[config.mk]
export PLATFORM = sky130hd
export DESIGN_NAME = gdgt_back
export DESIGN_NICKNAME = d
export VERILOG_FILES = /design/src/rtl/gdgt_pkg.sv /design/src/rtl/gdgt_back.sv
export SDC_FILE = /design/constraint.sdc
export NUM_CORES = 2
export LEC_CHECK = 0
export BUFFER_PORTS_ARGS = -buffer_cell sky130_fd_sc_hd__buf_2
export CAP_MARGIN = 15
export CORE_ASPECT_RATIO = 1.1
export CORE_MARGIN = 2
export CORE_UTILIZATION = 25
export CTS_CLUSTER_SIZE = 25
export DETAILED_ROUTE_END_ITERATION = 7
export PLACE_DENSITY_LB_ADDON = 0.1
export SETUP_SLACK_MARGIN = 0.3
export SLEW_MARGIN = 25
export SYNTH_ARGS = -nofsm -noshare
export SYNTH_HDL_FRONTEND = slang
export SYNTH_SLANG_ARGS = --single-unit
[constraint.sdc]
create_clock -name clk -period 11.3 [get_ports clk]
set_input_delay 0.565 -clock clk [delete_from_list [all_inputs] [get_ports clk]]
set_output_delay 0.565 -clock clk [all_outputs]
set_load 0.005 [all_outputs]
[src/rtl/gdgt_pkg.sv]
package gdgt_pkg;

    localparam int GDGT_MAX_NODES = 4096;
    localparam int NODE_W = 12;
    localparam int QDEPTH = 4;
    localparam int QPTR_W = $clog2(QDEPTH);

    // Register indexes of the configuration port.
    localparam logic [1:0] REG_INV_STEP   = 2'd0;
    localparam logic [1:0] REG_VOLATILITY = 2'd1;
    localparam logic [1:0] REG_RATE       = 2'd2;

    localparam logic [31:0] INV_STEP_RESET   = 32'd65536;
    localparam logic [17:0] VOLATILITY_RESET = 18'd13107;
    localparam logic [17:0] RATE_RESET       = 18'd3277;

    typedef struct packed {
        logic signed [31:0] node_value;
        logic        [31:0] spot_price;
        logic               last_node;
    } in_word_t;

    typedef struct packed {
        logic [NODE_W-1:0]  node_index;
        logic signed [31:0] delta;
        logic signed [31:0] gamma;
        logic signed [31:0] theta;
        logic               final_result;
        logic               too_few_nodes;
    } out_word_t;

    // One result to be computed by the arithmetic side.
    typedef struct packed {
        logic [NODE_W-1:0]  idx;
        logic signed [34:0] ddiff;
        logic               half;
        logic signed [34:0] d2;
        logic signed [31:0] v;
        logic        [31:0] s;
        logic               fin;
        logic               few;
    } job_t;

endpackage

[src/rtl/gdgt_back.sv]
module gdgt_back
    import gdgt_pkg::*;
(
    input  logic               clk,
    input  logic               rst_n,
    input  logic               job_valid,
    input  job_t               job,
    output logic               job_pop,
    input  logic        [31:0] inv_step,
    input  logic        [17:0] volatility,
    input  logic signed [17:0] rate,
    output logic               out_valid,
    input  logic               out_ready,
    output out_word_t          out_word
);

    typedef enum logic [3:0] {
        ST_IDLE = 4'b0001,
        ST_MUL  = 4'b0010,
        ST_SAT  = 4'b0100,
        ST_PUT  = 4'b1000
    } state_t;

    typedef enum logic [3:0] {
        OP_G1, OP_GAMMA, OP_DELTA, OP_HS2, OP_P1, OP_P2, OP_T1, OP_Q1, OP_T2, OP_T3
    } op_t;

    state_t             state_reg;
    op_t                op_reg;
    job_t               job_reg;
    logic signed [34:0] chain_reg;
    logic signed [31:0] gamma_reg, delta_reg;
    logic signed [33:0] acc_reg;
    logic        [67:0] prod_reg;
    logic               neg_reg, half_reg;
    logic               out_valid_reg;
    out_word_t          out_word_reg;

    logic signed [34:0] opa, opb, res_ext;
    logic        [33:0] ma, mb;
    logic               sh;
    logic        [67:0] q;
    logic signed [31:0] res, theta_sat;
    logic               load_out;

    assign out_valid = out_valid_reg;
    assign out_word  = out_word_reg;
    assign job_pop   = (state_reg == ST_IDLE) && job_valid;
    assign load_out  = (state_reg == ST_PUT) && (!out_valid_reg || out_ready);

    always_comb
    begin
        opa = '0;
        opb = '0;
        sh  = 1'b0;
        unique case (op_reg)
            OP_G1:    begin opa = job_reg.d2;    opb = {3'b000, inv_step}; end
            OP_GAMMA: begin opa = chain_reg;     opb = {3'b000, inv_step}; end
            OP_DELTA:
            begin
                opa = job_reg.ddiff;
                opb = {3'b000, inv_step};
                sh  = job_reg.half;
            end
            OP_HS2:
            begin
                opa = {17'd0, volatility};
                opb = {17'd0, volatility};
                sh  = 1'b1;
            end
            OP_P1, OP_P2:
            begin
                opa = chain_reg;
                opb = {3'b000, job_reg.s};
            end
            OP_T1:    begin opa = chain_reg; opb = {{3{gamma_reg[31]}}, gamma_reg}; end
            OP_Q1:    begin opa = {{17{rate[17]}}, rate}; opb = {3'b000, job_reg.s}; end
            OP_T2:    begin opa = chain_reg; opb = {{3{delta_reg[31]}}, delta_reg}; end
            OP_T3:
            begin
                opa = {{17{rate[17]}}, rate};
                opb = {{3{job_reg.v[31]}}, job_reg.v};
            end
            default:  begin opa = '0; opb = '0; end
        endcase
        ma = opa[34] ? 34'(-opa) : opa[33:0];
        mb = opb[34] ? 34'(-opb) : opb[33:0];

        // Scale back, truncating toward zero, then saturate to 32 bits.
        q = half_reg ? (prod_reg >> 17) : (prod_reg >> 16);
        if (neg_reg)
        begin
            res = (q > 68'h80000000) ? 32'sh80000000 : 32'(-q[31:0]);
        end
        else
        begin
            res = (q > 68'h7FFFFFFF) ? 32'sh7FFFFFFF : q[31:0];
        end
        res_ext = {{3{res[31]}}, res};

        if (acc_reg > 34'sh07FFFFFFF)
        begin
            theta_sat = 32'sh7FFFFFFF;
        end
        else if (acc_reg < -34'sh080000000)
        begin
            theta_sat = 32'sh80000000;
        end
        else
        begin
            theta_sat = acc_reg[31:0];
        end
    end

    always_ff @(posedge clk)
    begin
        unique case (state_reg)
            ST_IDLE:
            begin
                job_reg   <= job;
                gamma_reg <= '0;
                delta_reg <= '0;
                acc_reg   <= '0;
            end
            ST_MUL:
            begin
                prod_reg <= ma * mb;
                neg_reg  <= opa[34] ^ opb[34];
                half_reg <= sh;
            end
            ST_SAT:
            begin
                unique case (op_reg)
                    OP_GAMMA: gamma_reg <= res;
                    OP_DELTA: delta_reg <= res;
                    OP_T1:    acc_reg   <= -{{2{res[31]}}, res};
                    OP_T2:    acc_reg   <= acc_reg - {{2{res[31]}}, res};
                    OP_T3:    acc_reg   <= acc_reg + {{2{res[31]}}, res};
                    default:  chain_reg <= res_ext;
                endcase
            end
            ST_PUT:
            begin
                if (load_out)
                begin
                    out_word_reg <= '{node_index: job_reg.idx, delta: delta_reg,
                                      gamma: gamma_reg, theta: theta_sat,
                                      final_result: job_reg.fin,
                                      too_few_nodes: job_reg.few};
                end
            end
            default: ;
        endcase
    end

    always_ff @(posedge clk or negedge rst_n)
    begin
        if (!rst_n)
        begin
            state_reg     <= ST_IDLE;
            op_reg        <= OP_G1;
            out_valid_reg <= 1'b0;
        end
        else
        begin
            if (load_out)
            begin
                out_valid_reg <= 1'b1;
            end
            else if (out_ready)
            begin
                out_valid_reg <= 1'b0;
            end
            unique case (state_reg)
                ST_IDLE:
                begin
                    op_reg <= OP_G1;
                    if (job_valid)
                    begin
                        state_reg <= job.few ? ST_PUT : ST_MUL;
                    end
                end
                ST_MUL:  state_reg <= ST_SAT;
                ST_SAT:
                begin
                    if (op_reg == OP_T3)
                    begin
                        state_reg <= ST_PUT;
                    end
                    else
                    begin
                        op_reg    <= op_t'(op_reg + 4'd1);
                        state_reg <= ST_MUL;
                    end
                end
                ST_PUT:
                begin
                    if (load_out)
                    begin
                        state_reg <= ST_IDLE;
                    end
                end
                default: state_reg <= ST_IDLE;
            endcase
        end
    end

endmodule

==> results.json <==
{
  "initial_core_util_pct": 25.1,
  "largest_reg_flops": 149,
  "min_period_ns": 10.74,
  "viasPerCell": 4.59,
  "wl_per_cell_um": 25.2,
  "synthCells": 6098,
  "yosysUniqueCellTypes": 99,
  "core_sq_um": 235000,
  "firstDrtPassIters": 5,
  "status": "completed",
  "synth_edf_count": 443,
  "cp_common_cell": "fa_1",
  "placed_area_sq_um": 70700,
  "fin_area_sq_um": 74100,
  "worstSetupPathType": "reg2reg",
  "maxSlewViolCount": 0,
  "ant_nets": 0,
  "dp_slack_ns": -0.340,
  "hold_class": "in2reg",
  "root_buffer": "clkbuf_16",
  "layout_common_cells": "inv_1, fa_1, nor2_1",
  "grt_usage_pct": 21.5,
  "io_pins": 333,
  "syn_area_sq_um": 59000,
  "drt_wl_total_mm": 257,
  "synth-main-ff-cell": "edfxtp_1",
  "worstMarginPinSlew_ns": 1.03,
  "worstSetupEndpointType": "register",
  "die_w_um": 467,
  "grt.met3_usage_pct": 1.79,
  "cts_buffer_depth": 3,
  "ys_async_sr_fraction_pct": 1.99,
  "final-setup-viol-count": 0,
  "r2r_start": "op_reg[1]",
  "fmax_ghz": 0.0931,
  "fp.dieArea_sq_um": 240000,
  "clkTransAtPathRegs_ns": 0.06,
  "clkSinkCount": 452,
  "max_stage_delay_ns": 0.59,
  "nets": 8582,
  "grt_pass1_wl_mm": 372,
  "cts_tree": "yes",
  "vias": 46700,
  "cp-start-kind": "register",
  "area_growth_pct": 25.5,
  "worst_slack_ns": 0.558,
  "synth_warnings": 0,
  "crit_required_ns": 11.66,
  "synth-seq-cells": 452,
  "crit_family": "adder cells",
  "clkLatencyLatePin_ns": 0.63,
  "final_util_pct": 31.5,
  "row_count": 187,
  "grt.busiest_layer": "met2",
  "worstHoldStart": "job[115]",
  "drive_gt1_share_pct": 20.5,
  "dp_hpwl_mm": 218,
  "grt_max_degree": 69,
  "final_common_cell": "inv_1",
  "finClkSkew_ns": 0.0358,
  "relSlewSlack_pct": 31.0,
  "grt-ovfl-total": 0,
  "htreeDepth": 2,
  "critPathBufInv": 10,
  "startpoint": "op_reg[1]",
  "path_max_fanout": 35,
  "avgSynthCellArea_sq_um": 9.68,
  "cp_data_arrival_time_ns": 11.10,
  "grt_pass1_vias": 50100,
  "hold_violations": 0,
  "drc": 0,
  "io_buffers": 332,
  "fin_crit_sh_pct": 95.1,
  "gr-usage-met2_pct": 36.8,
  "cts_buffers": 48,
  "tns_ns": 0,
  "die_y_um": 514,
  "synth_seq_area_share_pct": 22.9,
  "grt_util_met1_pct": 29.5,
  "initialDrtViolationCount": 3392,
  "max-cap-violations": 0,
  "crit_slowest_cell": "or4_4",
  "rsz0062_at_grt": "true",
  "place.gp.congestion": 0.887,
  "antenna_found_initial": 14
}
## path summary, 6_finish.rpt
kind	to	slack (ns)	cells past startpoint
max in group asynchronous	state_reg[0]	10.69	2
hold / removal	job_reg[115]	0.10	1
hold reg to reg	out_word[108]	0.41	0
setup reg to reg	prod_reg[66]	0.56	39
min in group asynchronous	state_reg[3]	0.34	2
setup / recovery	prod_reg[66]	0.56	39
## stage by stage
stage | instances | hold slack, ns
5_1_grt | 10200 | 0.0775
4_1_cts | 10100 | 0.0545
6_report | 10200 | 0.103
3_5_place_dp | 10000 | 0.405
2_1_floorplan | 6164 | 0.269
3_3_place_gp | 10000 | 0.401
## routing by layer
layer | up-vias | routed length [um]
met3 | 192 | 9520
met5 | - | 0
met4 | 0 | 6090
met2 | 1178 | 125000
met1 | 24300 | 116000
li1 | 21100 | -
## synthesized netlist by cell type, drive strengths merged (20+ instances only)
master / instances / share of area (%)
inv: 1130 / 7.2
a221o: 40 / 0.68
nand3: 78 / 0.68
mux2i: 22 / 0.37
clkbuf: 217 / 1.4
ha: 322 / 6.8
and3: 29 / 0.31
fa: 1020 / 35
nor4: 20 / 0.26
a22o: 26 / 0.39
o21ai: 97 / 0.82
nand2b: 29 / 0.31
xor2: 105 / 1.6
a211oi: 24 / 0.33
nand4: 35 / 0.37
buf: 59 / 0.50
edfxtp: 443 / 23
nor2: 760 / 4.8
nor2b: 25 / 0.26
and2: 33 / 0.35
a21o: 84 / 1.1
xnor2: 163 / 2.4
a22oi: 37 / 0.47
nand2: 727 / 4.6
a21oi: 208 / 1.8
nor3: 51 / 0.46
## final cells by class
type                            instances  area (sq um)
Tap cell                             3118          3900
Clock buffer                           54          1220
Antenna cell                            8          20.0
Inverter                             1131          4250
Sequential cell                       452         13500
Timing Repair Buffer                 1081          8650
Fill cell                           24800        161000
Multi-Input combinational cell       4305         42200
Clock inverter                         33           345
## logic make-up (layout without fill, tap and decap cells)
logic type | count (synthesis) | count (layout) | share of synthesized area (%)
compound gates | 723 | 723 | 8.48
xor+xnor | 268 | 268 | 4.00
fa+ha+maj | 1342 | 1342 | 41.4
buf+inv | 1407 | 2299 | 9.07
flops | 452 | 452 | 22.9
mux | 30 | 30 | 0.526
other cells | 2 | 76 | 0.0127
simple gates | 1874 | 1874 | 13.6
## what timing repair did
item	in CTS	in global routing
pin swaps	23	93
setup endpoints to repair	32	34
gates cloned	0	1
gates resized for setup	82	171
hold endpoints to repair	8	0
hold buffers	1	0
setup buffers	25	39
Power is left out: the tool's default activity adds up to more than one toggle a clock period on the data nets, which glitch-free logic cannot reach.
