File: config.mk
export PLATFORM = sky130hd
export DESIGN_NAME = gdgt_queue
export DESIGN_NICKNAME = d
export VERILOG_FILES = /design/src/rtl/gdgt_pkg.sv /design/src/rtl/gdgt_queue.sv
export SDC_FILE = /design/constraint.sdc
export NUM_CORES = 1
export LEC_CHECK = 0
export BUFFER_PORTS_ARGS = -buffer_cell sky130_fd_sc_hd__buf_4
export CAP_MARGIN = 10
export CELL_PAD_IN_SITES_DETAIL_PLACEMENT = 1
export CELL_PAD_IN_SITES_GLOBAL_PLACEMENT = 1
export CORE_MARGIN = 2
export CORE_UTILIZATION = 30
export DETAILED_ROUTE_END_ITERATION = 6
export GPL_TIMING_DRIVEN = 1
export PLACE_DENSITY_LB_ADDON = 0.2
export SLEW_MARGIN = 10
export SYNTH_ARGS = -nofsm -noshare
export SYNTH_HDL_FRONTEND = slang
export SYNTH_SLANG_ARGS = --single-unit
File: constraint.sdc
create_clock -name clk -period 9.6 [get_ports clk]
set_input_delay 0.48 -clock clk [delete_from_list [all_inputs] [get_ports clk]]
set_output_delay 0.48 -clock clk [all_outputs]
set_load 0.02 [all_outputs]
File: src/rtl/gdgt_pkg.sv
package gdgt_pkg;

    localparam int GDGT_MAX_NODES = 4096;
    localparam int NODE_W = 12;
    localparam int QDEPTH = 4;
    localparam int QPTR_W = $clog2(QDEPTH);

    // Register indexes of the configuration port.
    localparam logic [1:0] REG_INV_STEP   = 2'd0;
    localparam logic [1:0] REG_VOLATILITY = 2'd1;
    localparam logic [1:0] REG_RATE       = 2'd2;

    localparam logic [31:0] INV_STEP_RESET   = 32'd65536;
    localparam logic [17:0] VOLATILITY_RESET = 18'd13107;
    localparam logic [17:0] RATE_RESET       = 18'd3277;

    typedef struct packed {
        logic signed [31:0] node_value;
        logic        [31:0] spot_price;
        logic               last_node;
    } in_word_t;

    typedef struct packed {
        logic [NODE_W-1:0]  node_index;
        logic signed [31:0] delta;
        logic signed [31:0] gamma;
        logic signed [31:0] theta;
        logic               final_result;
        logic               too_few_nodes;
    } out_word_t;

    // One result to be computed by the arithmetic side.
    typedef struct packed {
        logic [NODE_W-1:0]  idx;
        logic signed [34:0] ddiff;
        logic               half;
        logic signed [34:0] d2;
        logic signed [31:0] v;
        logic        [31:0] s;
        logic               fin;
        logic               few;
    } job_t;

endpackage

File: src/rtl/gdgt_queue.sv
module gdgt_queue
    import gdgt_pkg::*;
(
    input  logic clk,
    input  logic rst_n,
    input  logic push,
    input  job_t push_job,
    output logic full,
    output logic pop_valid,
    output job_t pop_job,
    input  logic pop
);

    job_t              mem_reg [QDEPTH];
    logic [QPTR_W-1:0] wr_ptr_reg, rd_ptr_reg;
    logic [QPTR_W:0]   cnt_reg;

    assign full      = (cnt_reg == (QPTR_W+1)'(QDEPTH));
    assign pop_valid = (cnt_reg != '0);
    assign pop_job   = mem_reg[rd_ptr_reg];

    always_ff @(posedge clk)
    begin
        if (push && !full)
        begin
            mem_reg[wr_ptr_reg] <= push_job;
        end
    end

    always_ff @(posedge clk or negedge rst_n)
    begin
        if (!rst_n)
        begin
            wr_ptr_reg <= '0;
            rd_ptr_reg <= '0;
            cnt_reg    <= '0;
        end
        else
        begin
            if (push && !full)
            begin
                wr_ptr_reg <= wr_ptr_reg + QPTR_W'(1);
            end
            if (pop && pop_valid)
            begin
                rd_ptr_reg <= rd_ptr_reg + QPTR_W'(1);
            end
            cnt_reg <= cnt_reg + (QPTR_W+1)'(push && !full) - (QPTR_W+1)'(pop && pop_valid);
        end
    end

    a_no_overfill: assert property (@(posedge clk) disable iff (!rst_n)
        cnt_reg <= (QPTR_W+1)'(QDEPTH))
        else $error("queue count beyond depth");

    a_push_grows: assert property (@(posedge clk) disable iff (!rst_n)
        (push && !full && !pop) |=> cnt_reg == $past(cnt_reg) + (QPTR_W+1)'(1))
        else $error("queue count did not grow on push");

    a_pop_shrinks: assert property (@(posedge clk) disable iff (!rst_n)
        (pop && pop_valid && !push) |=> cnt_reg == $past(cnt_reg) - (QPTR_W+1)'(1))
        else $error("queue count did not shrink on pop");

endmodule

==> results of run 1 <==
[synth_stat cells (2+ instances only)]
cell	instances	area share
nand4bb_1	2	0.0010
o211ai_1	2	0.00068
dfrtp_1	7	0.0080
and3b_1	4	0.0016
clkbuf_1	6	0.0010
inv_1	5	0.00086
buf_6	11	0.0056
edfxtp_1	596	0.82
xnor2_1	3	0.0012
nand2b_1	4	0.0011
mux4_2	149	0.15
ha_1	6	0.0034
buf_2	17	0.0039
[cell families (layout without fill, tap and decap cells)]
logic type	Yosys count	count (layout)	synth area share
AOI/OAI and AO/OA	4	4	0.00148
xor gates and xnor gates	4	4	0.00160
adders and majority gates	7	7	0.00433
buffers and inverters	39	444	0.0114
DFF	603	603	0.823
muxes	149	149	0.153
and+or+nand+nor	13	13	0.00479
[power by group through the flow]
stage               logic (mW)  registers (mW)  clock network [mW]
global route              3.11            3.72                2.72
finish                    2.89            3.66                2.54
CTS                       3.01            3.68                2.63
detailed placement        3.00            3.73                   0
floorplan                 1.88            3.67                   0
global placement          3.00            3.71                   0
[routing by layer]
layer / vias up / global-route usage / part of all wire
met3: 81 / 0.0414 / 0.072
met1: 5173 / 0.162 / 0.41
met4: 6 / 0.0429 / 0.020
li1: 4275 / - / -
met2: 252 / 0.211 / 0.49
met5: - / 0 / 0.00073
[cell type report]
class,instances,area share
sequential,603,0.657
multi-input combinational,177,0.132
timing repair buffer,319,0.0871
clock buffer,82,0.0663
tap,959,0.0436
clock inverter,38,0.0136
inverter,5,0.000682
[per-stage QoR]
step / cells / setup WS, ps
detailed placement: 2062 / 5490
CTS: 2183 / 4820
global route: 2183 / 4660
floorplan: 819 / 4870
finish: 2183 / 5090
global placement: 2062 / 5510
[worst max-delay path: stages, from the launching register on]
cell and delay, ps:
dfrtp_4 900, buf_4 780, buf_4 790, mux4_2 650, buf_4 190
[worst max-delay path by stage]
stage,endpoint,from,slack [ps]
final,pop_job[19],rd_ptr_reg[0]$_DFFE_PN0P_,5090
after global routing,pop_job[19],rd_ptr_reg[0]$_DFFE_PN0P_,4660
after CTS,pop_job[19],rd_ptr_reg[0]$_DFFE_PN0P_,4820
after detailed placement,pop_job[19],rd_ptr_reg[0]$_DFFE_PN0P_,5490
after global placement,pop_job[19],rd_ptr_reg[0]$_DFFE_PN0P_,5510
after floorplan,mem_reg[0][0]$_DFFE_PP_,cnt_reg[2]$_DFF_PN0_,4870
==> flow_summary.json, run 1 <==
{
  "outcome": "completed",
  "htreeDepth": 3,
  "die_x_um": 274,
  "grt_pass1_wl_um": 71800,
  "clk_latency_ps": 600,
  "die_height_um": 274,
  "holdBufCountCts": 1,
  "skew_ps": 22.0,
  "diodes": 0,
  "syn_area_per_cell_um2": 26.8,
  "p_int_mw": 6.26,
  "core-area_um2": 72700,
  "syn-cell-area_um2": 21900,
  "seq_area_frac_synth": 0.823,
  "crit_arrival_ps": 4030,
  "grt_max_degree": 58,
  "gp_congestion": 0.691,
  "setup_violations": 0,
  "layout_common_cells": "edfxtp_1 (596), buf_4 (318), mux4_2 (149)",
  "viasPerCell": 4.48,
  "ys_ff_latch": 603,
  "hold_end": "mem_reg[1][129]$_DFFE_PP_",
  "power_mw": 9.08,
  "pwr-share-comb": 0.318,
  "seqPwrFrac": 0.403,
  "grt_antenna_before_repair": 3,
  "initial_core_util": 0.302,
  "hold_slack_ps": 80.9,
  "io_pins": 304,
  "r2r_cells": 4,
  "hold_path.startpoint": "push_job[129]",
  "endpoint_kind": "primary output",
  "power.switching_mw": 2.82,
  "vias": 9787,
  "synthFlopType": "edfxtp_1",
  "post_cts.repair.setup_buffers": 0,
  "hold_path_class": "primary input to flop",
  "fmax_ghz": 0.222,
  "pwr_density_cell_nw_per_um2": 330,
  "fin_tns_setup_ps": 0,
  "clkPwrFrac": 0.279,
  "overflow": 0,
  "syn_inst": 819,
  "vdd_drop_max_mv": 0.166,
  "multi_input_area_um2": 3640,
  "grt_pass1_vias": 11029,
  "port_buffers": 303,
  "place_area_um2": 25300,
  "maxSlewHeadroom": 0.329,
  "synth_cell_types": 20,
  "clk_path_buf_depth": 3,
  "clockRootBuffer": "clkbuf_16",
  "utilization": 0.379,
  "drive_gt1_frac": 0.470,
  "yosysWarnings": 0,
  "fillers": 6916,
  "fin_nets": 1334,
  "crit_type": "flop to primary output",
  "crit_path_max_fanout": 40,
  "rsz0062_at_grt": "false",
  "drcViolationCount": 0,
  "period_minus_slack_ps": 4510,
  "final_area_um2": 27500,
  "regArea_um2": 18100,
  "cts_num_sinks": 603,
  "regToRegSetupSlack_ps": 6450,
  "worstReg2RegEnd": "mem_reg[0][48]$_DFFE_PP_",
  "cts.clk_slew.worst_paths_ps": 60,
  "tightest_slew_ps": 1010,
  "final_common_cell": "edfxtp_1",
  "cap_violations": 0,
  "first_iter_violations": 574,
  "required_ps": 9120,
  "ctsResizeCount": 0,
  "placementRows": 99,
  "p_sw_frac": 0.310,
  "rr_startpoint": "cnt_reg[2]$_DFF_PN0_",
  "syn_nets": 979,
  "min_delay_path_depth": 1,
  "routed_wl_um": 48100,
  "finalMaxSlewViolations": 0,
  "antenna_left": 0,
  "cts_tree": "yes",
  "cts_buffers": 68,
  "postSynth.asyncResetShare": 0.0116,
  "syn2layout_area_growth_pct": 25.5,
  "hpwl_um": 28600,
  "grt_usage": 0.129,
  "wl_per_cell_um": 22.1,
  "fin_crit_sh": 0.469,
  "hold_viol": 0,
  "synth_edf_count": 596,
  "startpoint_type": "flop",
  "largest_reg_flops": 596,
  "die_area_um2": 75300,
  "first_pass_iters": 4,
  "p_leak_nw": 9.24
}
Note: power is estimated with default switching activity, not from simulation.
==> inputs of run 2 (changes only) <==
==> constraint.sdc (replaced) <==
create_clock -name clk -period 4 [get_ports clk]
set_input_delay 0.2 -clock clk [delete_from_list [all_inputs] [get_ports clk]]
set_output_delay 0.2 -clock clk [all_outputs]
set_load 0.02 [all_outputs]
==> run 2 against run 1 <==
  * Sequential power rose by 140%
  * Utilization increased by 2.6 points
  * Flip-flop and latch count unchanged
  * Register-to-register slack got worse by 4900 ps
  * Worst setup slack worse by 4100 ps
  * Non-clock buffer count grew 180
  * Combinational power grew to 2.6 times the previous value
  * Via count rose by 7.9%
  * Power up 140%
  * Die area unchanged
  * Sequential share of layout area is 4.2 points lower
  * Critical path depth decreased by 1
  * Critical endpoint is now pop_job[114]
  * Largest cell class unchanged
  * Highest routed layer is now met4
==> flow_summary.json, run 2 (synthesized netlist as in run 1, its figures left out) <==
{
  "outcome": "completed",
  "worstReg2RegEnd": "mem_reg[0][53]$_DFFE_PP_",
  "core-area_um2": 72700,
  "hold_path.startpoint": "push_job[126]",
  "placementRows": 99,
  "endpoint_kind": "primary output",
  "die_area_um2": 75300,
  "fillers": 6876,
  "hpwl_um": 31400,
  "min_delay_path_depth": 2,
  "antenna_left": 0,
  "first_iter_violations": 506,
  "vdd_drop_max_mv": 0.441,
  "startpoint_type": "flop",
  "port_buffers": 303,
  "hold_slack_ps": 357,
  "r2r_cells": 3,
  "fin_tns_setup_ps": 0,
  "period_minus_slack_ps": 2960,
  "fin_crit_sh": 0.740,
  "initial_core_util": 0.302,
  "htreeDepth": 3,
  "die_height_um": 274,
  "pwr_density_cell_nw_per_um2": 755,
  "hold_end": "mem_reg[2][126]$_DFFE_PP_",
  "wl_per_cell_um": 21.7,
  "hold_path_class": "primary input to flop",
  "grt_pass1_wl_um": 77000,
  "p_leak_nw": 10.0,
  "grt_pass1_vias": 12224,
  "cts_buffers": 68,
  "rr_startpoint": "cnt_reg[2]$_DFF_PN0_",
  "rsz0062_at_grt": "false",
  "setup_violations": 0,
  "ctsResizeCount": 0,
  "cts.clk_slew.worst_paths_ps": 60,
  "clkPwrFrac": 0.268,
  "crit_arrival_ps": 2760,
  "final_area_um2": 29400,
  "io_pins": 304,
  "grt_max_degree": 55,
  "viasPerCell": 4.47,
  "diodes": 0,
  "tightest_slew_ps": 1000,
  "first_pass_iters": 4,
  "p_sw_frac": 0.313,
  "clk_latency_ps": 580,
  "cts_num_sinks": 603,
  "cap_violations": 0,
  "required_ps": 3800,
  "die_x_um": 274,
  "gp_congestion": 0.694,
  "power.switching_mw": 6.95,
  "cts_tree": "yes",
  "fmax_ghz": 0.338,
  "regToRegSetupSlack_ps": 1570,
  "drive_gt1_frac": 0.420,
  "drcViolationCount": 0,
  "overflow": 0,
  "clockRootBuffer": "clkbuf_16",
  "skew_ps": 16.7,
  "final_common_cell": "edfxtp_1",
  "hold_viol": 0,
  "fin_nets": 1514,
  "crit_path_max_fanout": 32,
  "grt_usage": 0.138,
  "routed_wl_um": 51200,
  "finalMaxSlewViolations": 0,
  "clk_path_buf_depth": 3,
  "p_int_mw": 15.3,
  "vias": 10564,
  "place_area_um2": 25700,
  "maxSlewHeadroom": 0.333,
  "syn2layout_area_growth_pct": 34.0,
  "grt_antenna_before_repair": 0,
  "layout_common_cells": "edfxtp_1 (596), buf_4 (329), dlygate4sd3_1 (153)",
  "crit_type": "flop to primary output",
  "seqPwrFrac": 0.397,
  "largest_reg_flops": 596,
  "pwr-share-comb": 0.336
}
-- run 2: per-layer routing --
| metal | wire length [um] | vias up | GRT usage |
|---|---|---|---|
| li1 | - | 4653 | - |
| met1 | 21300 | 5603 | 0.175 |
| met2 | 26100 | 233 | 0.234 |
| met3 | 2740 | 75 | 0.0316 |
| met4 | 1090 | 0 | 0.0452 |
| met5 | 0 | - | 0 |
-- run 2: worst max-delay path by stage --
stage	from	endpoint	slack, ps	depth (start not counted)
after floorplan	cnt_reg[2]$_DFF_PN0_	mem_reg[0][0]$_DFFE_PP_	980	2
after global placement	cnt_reg[2]$_DFF_PN0_	mem_reg[0][53]$_DFFE_PP_	1560	3
after detailed placement	cnt_reg[2]$_DFF_PN0_	mem_reg[0][53]$_DFFE_PP_	1490	3
after CTS	rd_ptr_reg[0]$_DFFE_PN0P_	pop_job[114]	900	3
after global routing	rd_ptr_reg[0]$_DFFE_PN0P_	pop_job[114]	860	3
final	rd_ptr_reg[0]$_DFFE_PN0P_	pop_job[114]	1040	3
-- run 2: layout make-up --
class | count | area [um^2] | area share
Sequential cell | 603 | 18100 | 0.615
Timing Repair Buffer | 499 | 4340 | 0.148
Multi-Input combinational cell | 177 | 3640 | 0.124
Clock buffer | 91 | 1890 | 0.0644
Tap cell | 959 | 1200 | 0.0408
Clock inverter | 30 | 241 | 0.00821
Inverter | 5 | 18.8 | 0.000638
-- run 2: stage by stage --
step                      power, mW  setup slack (ps)  cells   util
after floorplan                13.2               976    819      -
after global placement         16.5              1560   2090  0.354
after detailed placement       16.5              1490   2090  0.354
after CTS                      22.7               900   2364  0.405
after global routing           23.3               857   2364  0.405
final                          22.2              1040   2364  0.405
-- run 2: what timing repair did --
action	CTS	global route
endpoints found under the hold margin	607	0
buffers inserted	0	0
hold buffers	153	0
-- run 2: worst max-delay path: stages, from the launching register on --
cell and delay (ps):
dfrtp_4 920, buf_4 450, mux4_2 570, buf_4 190
-- run 2: power groups by stage --
stage               clock network (mW)  logic [mW]  registers (mW)
floorplan                            0        4.52            8.70
global placement                     0        7.57            8.91
detailed placement                   0        7.57            8.97
CTS                               6.16        7.72            8.85
global route                      6.39        8.01            8.94
finish                            5.94        7.46            8.80
==> inputs of run 3 (changes only) <==
==> constraint.sdc (replaced) <==
create_clock -name clk -period 2.6 [get_ports clk]
set_input_delay 0.13 -clock clk [delete_from_list [all_inputs] [get_ports clk]]
set_output_delay 0.13 -clock clk [all_outputs]
set_load 0.02 [all_outputs]
==> run 3 against run 2 <==
  * Die area unchanged
  * Critical path type unchanged
  * Cell area up 0.30%
  * Clock power up 58%
  * Flip-flop and latch count unchanged
  * Critical path depth up 1
  * Highest routed layer unchanged
  * Non-clock buffer count down 4
  * Largest cell class unchanged
==> flow_summary.json, run 3 (synthesized netlist as in run 1, its figures left out) <==
{
  "final.setup.worst_slack_ps": 146,
  "p_leak_nw": 10.0,
  "period_minus_slack_ps": 2450,
  "dp_slack_ps": 197,
  "skew_ps": 19.9,
  "crit_arrival_ps": 2320,
  "maxSlewHeadroom": 0.600,
  "vdd_drop_max_mv": 0.666,
  "placementRows": 99,
  "min_delay_path_depth": 2,
  "setup_violations": 0,
  "startpoint_type": "flop",
  "endpoint_kind": "primary output",
  "clk_latency_ps": 600,
  "htreeDepth": 3,
  "initial_core_util": 0.302,
  "grt_usage": 0.134,
  "hold_viol": 0,
  "first_iter_violations": 452,
  "pwr_density_cell_nw_per_um2": 1170,
  "drive_gt1_frac": 0.420,
  "rsz0062_at_grt": "false",
  "port_buffers": 303,
  "final_common_cell": "edfxtp_1",
  "cts_num_sinks": 603,
  "r2r_cells": 9,
  "largest_reg_flops": 596,
  "cap_violations": 0,
  "crit_path_max_fanout": 28,
  "grt_pass1_vias": 12164,
  "grt_antenna_before_repair": 0,
  "die_area_um2": 75300,
  "first_pass_iters": 6,
  "layout_common_cells": "edfxtp_1 (596), buf_4 (319), dlygate4sd3_1 (153)",
  "overflow": 0,
  "cts_buffers": 69,
  "vias": 10585,
  "fmax_ghz": 0.407,
  "cts_tree": "yes",
  "viasPerCell": 4.48,
  "io_pins": 304,
  "clockRootBuffer": "clkbuf_16",
  "cts.clk_slew.worst_paths_ps": 60,
  "grt_max_degree": 80,
  "clk_path_buf_depth": 3,
  "gp_congestion": 0.680,
  "syn2layout_area_growth_pct": 34.4,
  "die_height_um": 274,
  "drcViolationCount": 0,
  "hpwl_um": 29600,
  "routed_wl_um": 49700,
  "hold_path_class": "primary input to flop",
  "grt_pass1_wl_um": 75200,
  "core-area_um2": 72700,
  "tightest_slew_ps": 600,
  "outcome": "completed",
  "antenna_left": 0,
  "crit_type": "flop to primary output",
  "wl_per_cell_um": 21.0,
  "die_x_um": 274,
  "finalMaxSlewViolations": 0,
  "fin_crit_sh": 0.944,
  "hold_slack_ps": 269,
  "fin_nets": 1511,
  "required_ps": 2470,
  "diodes": 0
}
## run 3: changes by cell type in the layout (fill, tap and decap cells not counted), sizes merged
cell      delta
buf          -4
bufinv       +2
clkinv       -3
clkinvlp     +2
clkbuf       -1
inv          +4
## run 3: cell type report
type / instances / area [um^2]
fillers: 6882 / 43200
flip-flops and latches: 603 / 18100
repair buffers: 495 / 4360
multi-input cells: 177 / 3640
clock buffers: 90 / 1840
well taps: 959 / 1200
clock inverters: 35 / 368
inverters: 5 / 18.8
## run 3: stage by stage
step / setup TNS, ps / instances / utilization / power [mW] / area (um^2)
2_1_floorplan: -252810 / 819 / - / 20.3 / 22000
3_3_place_gp: 0 / 2086 / 0.354 / 25.4 / 25800
3_5_place_dp: 0 / 2086 / 0.354 / 25.5 / 25800
4_1_cts: 0 / 2364 / 0.406 / 35.3 / 29500
5_1_grt: 0 / 2364 / 0.406 / 36.2 / 29500
6_report: 0 / 2364 / 0.406 / 34.4 / 29500
## run 3: final timing paths
| path | from | end | slack, ps |
|---|---|---|---|
| worst max-delay path | rd_ptr_reg[0]$_DFFE_PN0P_ | pop_job[93] | 150 |
| worst min-delay path | push_job[113] | mem_reg[2][113]$_DFFE_PP_ | 270 |
| worst max register to register | cnt_reg[2]$_DFF_PN0_ | cnt_reg[2]$_DFF_PN0_ | 220 |
| worst min register to register | wr_ptr_reg[1]$_DFFE_PN0P_ | wr_ptr_reg[1]$_DFFE_PN0P_ | 630 |
| max in group asynchronous | rst_n | rd_ptr_reg[0]$_DFFE_PN0P_ | 1760 |
| min in group asynchronous | rst_n | cnt_reg[2]$_DFF_PN0_ | 540 |
## run 3: worst max-delay path, stage by stage, from the launching register on
cell	delay (ps)
dfrtp_4	440
buf_12	220
buf_12	290
mux4_2	560
buf_4	180
## run 3: what timing repair did
action	CTS	global route
hold buffers	153	0
buffers inserted	0	0
hold endpoints to repair	607	0
setup endpoints to repair	0	20
gates resized for setup	0	3
## run 3: metal layers
metal,up-vias,track usage,part of all wire
li1,4641,-,-
met1,5636,0.162,0.41
met2,247,0.233,0.52
met4,0,0.0459,0.023
met5,-,0,0
met3,61,0.0327,0.050
## run 3: report_power, final
group          switching [mW]  internal, mW
Combinational            6.47          5.32
Sequential              0.456          12.8
Clock                    3.85          5.53
